## src/rtl/core/rmts_pkg.sv

```systemverilog
// ----------------------------------------------------------------------------
// Rate-monotonic tick scheduler: shared package
// Sizes, stream field layout and the structs passed between top and cells.
// ----------------------------------------------------------------------------
package rmts_pkg;

    // Table size and time width
    localparam int MAX_TASKS = 8;
    localparam int TIME_BITS = 16;
    localparam int SLOT_W    = (MAX_TASKS > 1) ? $clog2(MAX_TASKS) : 1;

    // Fixed field widths on the ports
    localparam int SLOT_FW   = 3;
    localparam int IDENT_W   = 8;
    localparam int TIME_FW   = 16;
    localparam int COUNT_W   = 4;
    localparam int MASK_W    = 8;

    // Input tdata layout: slot, task_ident, compute_units, period_units
    localparam int IN_SLOT_LO    = 0;
    localparam int IN_IDENT_LO   = IN_SLOT_LO + SLOT_FW;
    localparam int IN_COMP_LO    = IN_IDENT_LO + IDENT_W;
    localparam int IN_PER_LO     = IN_COMP_LO + TIME_FW;
    localparam int IN_USED_W     = IN_PER_LO + TIME_FW;
    localparam int S_TDATA_W     = ((IN_USED_W + 7) / 8) * 8;

    // Output tdata layout: running_slot, running_ident, job_started, miss_mask
    localparam int OUT_SLOT_LO   = 0;
    localparam int OUT_IDENT_LO  = OUT_SLOT_LO + SLOT_FW;
    localparam int OUT_START_BIT = OUT_IDENT_LO + IDENT_W;
    localparam int OUT_MASK_LO   = OUT_START_BIT + 1;
    localparam int OUT_USED_W    = OUT_MASK_LO + MASK_W;
    localparam int M_TDATA_W     = ((OUT_USED_W + 7) / 8) * 8;

    // tuser codes on the input side
    localparam logic REQ_TICK = 1'b0;
    localparam logic REQ_LOAD = 1'b1;

    typedef logic [SLOT_W-1:0]    slot_idx_t;
    typedef logic [TIME_BITS-1:0] time_t;
    typedef logic [IDENT_W-1:0]   ident_t;

    // Best candidate so far, handed from cell to cell
    typedef struct packed {
        logic      found;
        time_t     period;
        slot_idx_t slot;
        ident_t    ident;
        logic      started;
    } cand_t;

    localparam cand_t CAND_NONE = '{found: 1'b0, period: '0, slot: '0,
                                    ident: '0, started: 1'b0};

    // Slot load broadcast
    typedef struct packed {
        ident_t ident;
        time_t  compute;
        time_t  period;
    } load_t;

    // Tick update broadcast
    typedef struct packed {
        logic      en;
        logic      found;
        slot_idx_t pick;
    } apply_t;

endpackage

```

## src/rtl/core/rate_monotonic_tick_scheduler_top.sv

```systemverilog
// Order: a tick's candidate ripples through the cell registers in ST_SELECT,
//   then enters the result register once the output is free; a load takes
//   effect in the next cycle. Throughput: no input while a tick is in progress,
//   else one load per cycle; the best candidate ripples one cell per cycle.
// Reset: synchronous, active low; task_count returns to 1 and every slot to
//   an empty task of period one, with no result pending.
// ----------------------------------------------------------------------------
// Rate-monotonic tick scheduler: top level
// Stream front end, tick sequencer, slot cell chain and result register.
// ----------------------------------------------------------------------------
module rate_monotonic_tick_scheduler_top import rmts_pkg::*; (
    input  logic                 aclk,
    input  logic                 aresetn,
    // Input stream
    input  logic                 s_tvalid,
    output logic                 s_tready,
    input  logic [S_TDATA_W-1:0] s_tdata,  // slot, task_ident, compute_units, period_units
    input  logic                 s_tuser,  // req_type
    // Result stream
    output logic                 m_tvalid,
    input  logic                 m_tready,
    output logic [M_TDATA_W-1:0] m_tdata,  // running_slot, running_ident, job_started, miss_mask
    output logic                 m_tuser,  // cpu_idle
    // Configuration
    input  logic                 cfg_we,
    input  logic [COUNT_W-1:0]   cfg_wdata  // task_count
);

    typedef enum logic [2:0] {
        ST_IDLE   = 3'b001,
        ST_SELECT = 3'b010,
        ST_APPLY  = 3'b100
    } state_t;

    state_t                 state_reg, state_next;
    slot_idx_t              step_reg, step_next;
    logic [COUNT_W-1:0]     task_count_reg;
    logic                   m_tvalid_reg;
    logic [M_TDATA_W-1:0]   m_tdata_reg, m_tdata_next;
    logic                   m_tuser_reg;

    logic                   in_fire;
    logic                   out_free;
    logic                   load_ok;
    logic [SLOT_FW-1:0]     f_slot;
    load_t                  load;
    apply_t                 apply;
    cand_t                  chain [MAX_TASKS];
    cand_t                  best;
    logic [MAX_TASKS-1:0]   miss;
    logic [MASK_W-1:0]      miss_vec;
    logic [SLOT_FW-1:0]     out_slot;
    logic [31:0]            slot_wide;

    // Input fields
    assign f_slot       = s_tdata[IN_SLOT_LO +: SLOT_FW];
    assign load.ident   = s_tdata[IN_IDENT_LO +: IDENT_W];
    assign load.compute = time_t'(s_tdata[IN_COMP_LO +: TIME_FW]);
    assign load.period  = time_t'(s_tdata[IN_PER_LO +: TIME_FW]);

    assign s_tready = (state_reg == ST_IDLE);
    assign in_fire  = s_tvalid && s_tready;
    assign load_ok  = in_fire && (s_tuser == REQ_LOAD) && (32'(f_slot) < MAX_TASKS);
    assign out_free = !m_tvalid_reg || m_tready;

    // Sequencer: wait for the candidate to leave the last cell, then update
    always_comb begin
        state_next = state_reg;
        step_next  = step_reg;
        unique case (state_reg)
            ST_IDLE: begin
                step_next = '0;
                if (in_fire && (s_tuser == REQ_TICK)) begin
                    state_next = ST_SELECT;
                end
            end
            ST_SELECT: begin
                step_next = step_reg + slot_idx_t'(1);
                if (step_reg == slot_idx_t'(MAX_TASKS - 1)) begin
                    state_next = ST_APPLY;
                end
            end
            ST_APPLY: begin
                if (out_free) begin
                    state_next = ST_IDLE;
                end
            end
            default: begin
                state_next = ST_IDLE;
            end
        endcase
    end

    always_ff @(posedge aclk) begin
        if (!aresetn) begin
            state_reg <= ST_IDLE;
            step_reg  <= '0;
        end else begin
            state_reg <= state_next;
            step_reg  <= step_next;
        end
    end

    // Task count register
    always_ff @(posedge aclk) begin
        if (!aresetn) begin
            task_count_reg <= COUNT_W'(1);
        end else if (cfg_we) begin
            task_count_reg <= cfg_wdata;
        end
    end

    // Slot cell chain
    assign best        = chain[MAX_TASKS-1];
    assign apply.en    = (state_reg == ST_APPLY) && out_free;
    assign apply.found = best.found;
    assign apply.pick  = best.slot;

    for (genvar k = 0; k < MAX_TASKS; k++) begin : g_cell
        cand_t cin;
        if (k == 0) begin : g_head
            assign cin = CAND_NONE;
        end else begin : g_link
            assign cin = chain[k-1];
        end
        rmts_cell u_cell (
            .aclk     (aclk),
            .aresetn  (aresetn),
            .cell_idx (slot_idx_t'(k)),
            .active   (32'(task_count_reg) > k),
            .load_hit (load_ok && (32'(f_slot) == k)),
            .load     (load),
            .apply    (apply),
            .cand_in  (cin),
            .cand_reg (chain[k]),
            .miss     (miss[k])
        );
    end

    // Miss bits exist for the first eight slots only
    for (genvar b = 0; b < MASK_W; b++) begin : g_mask
        if (b < MAX_TASKS) begin : g_bit
            assign miss_vec[b] = miss[b];
        end else begin : g_zero
            assign miss_vec[b] = 1'b0;
        end
    end

    assign slot_wide = 32'(best.slot);
    assign out_slot  = slot_wide[SLOT_FW-1:0];

    // Result word packing
    always_comb begin
        m_tdata_next                                = '0;
        m_tdata_next[OUT_SLOT_LO +: SLOT_FW]        = out_slot;
        m_tdata_next[OUT_IDENT_LO +: IDENT_W]       = best.ident;
        m_tdata_next[OUT_START_BIT]                 = best.found && best.started;
        m_tdata_next[OUT_MASK_LO +: MASK_W]         = miss_vec;
    end

    // Result register
    always_ff @(posedge aclk) begin
        if (!aresetn) begin
            m_tvalid_reg <= 1'b0;
        end else if (apply.en) begin
            m_tvalid_reg <= 1'b1;
        end else if (m_tready) begin
            m_tvalid_reg <= 1'b0;
        end
    end

    always_ff @(posedge aclk) begin
        if (apply.en) begin
            m_tuser_reg <= !best.found;
            m_tdata_reg <= m_tdata_next;
        end
    end

    assign m_tvalid = m_tvalid_reg;
    assign m_tdata  = m_tdata_reg;
    assign m_tuser  = m_tuser_reg;

endmodule

```

## src/rtl/core/rmts_cell.sv

```systemverilog
// ----------------------------------------------------------------------------
// Rate-monotonic tick scheduler: task slot cell
// Holds one slot's task state, merges itself into the passing candidate and
// applies the per-tick work and release countdown update.
// ----------------------------------------------------------------------------
module rmts_cell import rmts_pkg::*; (
    input  logic      aclk,
    input  logic      aresetn,
    input  slot_idx_t cell_idx,
    input  logic      active,
    input  logic      load_hit,
    input  load_t     load,
    input  apply_t    apply,
    input  cand_t     cand_in,
    output cand_t     cand_reg,
    output logic      miss
);

    ident_t ident_reg,   ident_next;
    time_t  compute_reg, compute_next;
    time_t  period_reg,  period_next;
    time_t  rem_reg,     rem_next;
    time_t  cd_reg,      cd_next;
    cand_t  cand_next;

    logic   take_own;
    logic   sel;
    time_t  rem_run;
    time_t  cd_dec;
    logic   wrap;

    // Candidate merge: later slot wins on equal period
    assign take_own = active && (rem_reg != '0) &&
                      (!cand_in.found || (period_reg <= cand_in.period));

    always_comb begin
        cand_next = cand_in;
        if (take_own) begin
            cand_next.found   = 1'b1;
            cand_next.period  = period_reg;
            cand_next.slot    = cell_idx;
            cand_next.ident   = ident_reg;
            cand_next.started = (rem_reg == compute_reg);
        end
    end

    // Tick update: run one unit if picked, then count down the release
    assign sel     = apply.found && (apply.pick == cell_idx);
    assign rem_run = sel ? rem_reg - time_t'(1) : rem_reg;
    assign cd_dec  = cd_reg - time_t'(1);
    assign wrap    = active && (cd_dec == '0);
    assign miss    = wrap && (rem_run != '0);

    always_comb begin
        ident_next   = ident_reg;
        compute_next = compute_reg;
        period_next  = period_reg;
        rem_next     = rem_reg;
        cd_next      = cd_reg;
        priority if (load_hit) begin
            ident_next   = load.ident;
            compute_next = load.compute;
            period_next  = load.period;
            rem_next     = load.compute;
            cd_next      = load.period;
        end else if (apply.en) begin
            if (!active) begin
                rem_next = rem_run;
            end else if (wrap) begin
                rem_next = compute_reg;
                cd_next  = period_reg;
            end else begin
                rem_next = rem_run;
                cd_next  = cd_dec;
            end
        end
    end

    // Slot state, reset to an empty task of period one
    always_ff @(posedge aclk) begin
        if (!aresetn) begin
            ident_reg   <= '0;
            compute_reg <= '0;
            period_reg  <= time_t'(1);
            rem_reg     <= '0;
            cd_reg      <= time_t'(1);
        end else begin
            ident_reg   <= ident_next;
            compute_reg <= compute_next;
            period_reg  <= period_next;
            rem_reg     <= rem_next;
            cd_reg      <= cd_next;
        end
    end

    // Candidate stage towards the next cell
    always_ff @(posedge aclk) begin
        cand_reg <= cand_next;
    end

endmodule

```

## config.mk

```make
export PLATFORM = sky130hd
export DESIGN_NAME = rate_monotonic_tick_scheduler_top
export DESIGN_NICKNAME = d
export VERILOG_FILES = /design/src/rtl/core/rmts_pkg.sv /design/src/rtl/core/rate_monotonic_tick_scheduler_top.sv /design/src/rtl/core/rmts_cell.sv
export SDC_FILE = /design/constraint.sdc
export NUM_CORES = 2
export LEC_CHECK = 0
export BUFFER_PORTS_ARGS = -buffer_cell sky130_fd_sc_hd__buf_2
export CAP_MARGIN = 15
export CORE_MARGIN = 2
export CORE_UTILIZATION = 30
export CTS_CLUSTER_DIAMETER = 50
export DETAILED_ROUTE_END_ITERATION = 7
export GPL_ROUTABILITY_DRIVEN = 0
export PLACE_DENSITY = 0.54
export SYNTH_ARGS = -nofsm -noshare
export SYNTH_HDL_FRONTEND = slang
export SYNTH_HIERARCHICAL = 1
export SYNTH_SLANG_ARGS = --single-unit
```

## constraint.sdc

```tcl
create_clock -name aclk -period 3.1 [get_ports aclk]
set_input_delay 0.31 -clock aclk [delete_from_list [all_inputs] [get_ports aclk]]
set_output_delay 0.31 -clock aclk [all_outputs]
set_load 0.01 [all_outputs]
```

==> metrics.cfg <==
[outcome]
status = finished clean

[clock_network]
clock_latency_ns = 0.76
root_buffer = clkbuf_16
cts_buffers = 113
cts_tree = done
clock_path_buffers = 3
clock-sinks = 824
clk_pin_slew_ns = 0.06
h-tree-depth = 3

[detailed_routing]
wl_per_cell_um = 20.3
met3_length_mm = 8.42
routed.top_layer = met5
drt-total-wl_mm = 167
viasPerCell = 5.33
num_vias = 43700
ant_nets = 0
met2WireLength_mm = 77.8
drt_iter0_markers = 3410
routedLengthMet1_mm = 73.6
drc_errors = 0
drtPass1Iterations = 6

[flow_run]
cap_viol_max_count = 0

[global_routing]
track_usage = 0.197
grt.overflow.total = 0
grt_pass1_wl_mm = 253
antenna_found_initial = 11
grt_max_degree = 85
grt_pass1_vias = 41600

[critical_path]
crit_arrival_ns = 3.66
path_max_fanout = 8
reg2reg_depth = 10
cp-start-kind = flop
end_kind = flop
required_ns = 3.73
r2r_slack_ns = 0.08
critPathKind = reg -> reg

[placement]
dpl.cell_count = 7954
dp_hpwl_mm = 114
io_buffers = 75
placed_area_um2 = 52900

[timing]
slew_headroom = 0.232
min_period_ns = 3.02
slew_viol_final = 0
final_hold_viol_count = 0
skew_ns = 0.0647
setup_viol = 0
rsz0062_at_grt = true
fin_crit_sh = 0.976
max_freq_ghz = 0.331
tightest_slew_ns = 1.15

[die]
dieArea_um2 = 164000
ios = 85
core-area_um2 = 160000
num_rows = 147
start_util = 0.301
fp.dieW_um = 405
dieHeight_um = 405

[yosys]
syn_area_um2 = 48200
yosysWarnings = 6
synthCells = 5734
syn_area_per_cell_um2 = 8.41

[hold_path]
holdCritPathClass = in -> reg
min_path_cells = 3

[finish]
drive_gt1_frac = 0.147
final_nets = 6149
largest_reg_flops = 216
layout.cells.non_filler = 8192
final_area_um2 = 57400
syn_to_final_growth_pct = 18.9

[power_and_ir_drop]
power_density_nw_per_um2 = 611
power.static_leakage_nw = 22.2
max-vdd-ir-drop_uv = 479

placed cells by master, fill, tap and decap left out, types with 60 or more instances in the layout:
master	instances
nand2_1	541
mux2_2	129
buf_2	74
buf_4	303
conb_1	110
o21a_1	78
nand4_1	106
inv_1	219
a31oi_1	117
o311ai_0	60
a21boi_0	73
xor2_1	100
nor4_1	85
o21ai_0	275
nor2b_1	255
xnor2_1	157
nor2_1	260
nor3_1	138
mux2i_1	337
nand3_1	201
ha_1	161
a21oi_1	222
clkbuf_16	114
o211ai_1	105
dfxtp_1	800
path summary, 6_finish.rpt:
path | startpoint | endpoint
setup / recovery | g_cell[7].u_cell/cd_reg[0] | g_cell[7].u_cell/rem_reg[9]
hold / removal | s_tdata[3] | g_cell[2].u_cell/ident_reg[0]
setup reg to reg | g_cell[7].u_cell/cd_reg[0] | g_cell[7].u_cell/rem_reg[9]
hold reg to reg | g_cell[7].u_cell/cand_reg[3] | m_tdata[5]
per-layer routing:
metal / up-vias / global-route usage
li1: 21100 / -
met1: 21100 / 0.256
met2: 1191 / 0.330
met3: 276 / 0.0235
met4: 6 / 0.0803
met5: - / 0
layout make-up:
type                    count  area, µm²
repair buffers            429       3510
multi-input cells        4332      29400
well taps                2160       2700
inverters                 229        860
fillers                 16400     103000
diodes                      2       5.00
clock inverters            78       1100
clock buffers             138       3080
flip-flops and latches    824      16700
stage by stage:
| step | power [mW] | setup TNS [ns] | setup WS (ns) | hold slack (ns) | util |
|---|---|---|---|---|---|
| finish | 35.1 | 0 | 0.0756 | 0.0542 | 0.358 |
| global placement | 20.7 | 0 | 0.0543 | 0.389 | 0.330 |
| global route | 36.6 | -0.0403 | -0.0216 | 0.0203 | 0.358 |
| floorplan | 17.4 | 0 | 0.0442 | 0.372 | - |
| detailed placement | 20.7 | 0 | 0.0600 | 0.390 | 0.330 |
| CTS | 35.3 | 0 | 0.0432 | 0.00394 | 0.357 |
power by group:
| part | internal [mW] | switching [mW] | leakage [nW] | total (mW) |
|---|---|---|---|---|
| clock | 8.86 | 5.54 | 2.05 | 14.4 |
| combinational | 3.38 | 4.72 | 13.4 | 8.10 |
| sequential | 11.7 | 0.872 | 6.73 | 12.6 |
| total | 24.0 | 11.1 | 22.2 | 35.1 |
critical path, cell delays in order, from the launching register on:
cell and delay, ns:
dfxtp_1 0.31, inv_1 0.08, ha_4 0.13, or4b_4 0.49, o41ai_4 0.38, o211ai_1 0.13, or4_4 0.51, buf_12 0.17
nor2_8 0.20, mux2_4 0.32, a32o_1 0.20
repair_timing:
item / CTS / global route
resized for setup: 0 / 27
hold buffers: 17 / 0
hold endpoints to repair: 49 / 0
setup buffers: 0 / 2
setup endpoints to repair: 0 / 60
Power figures use the tool's default switching activity.
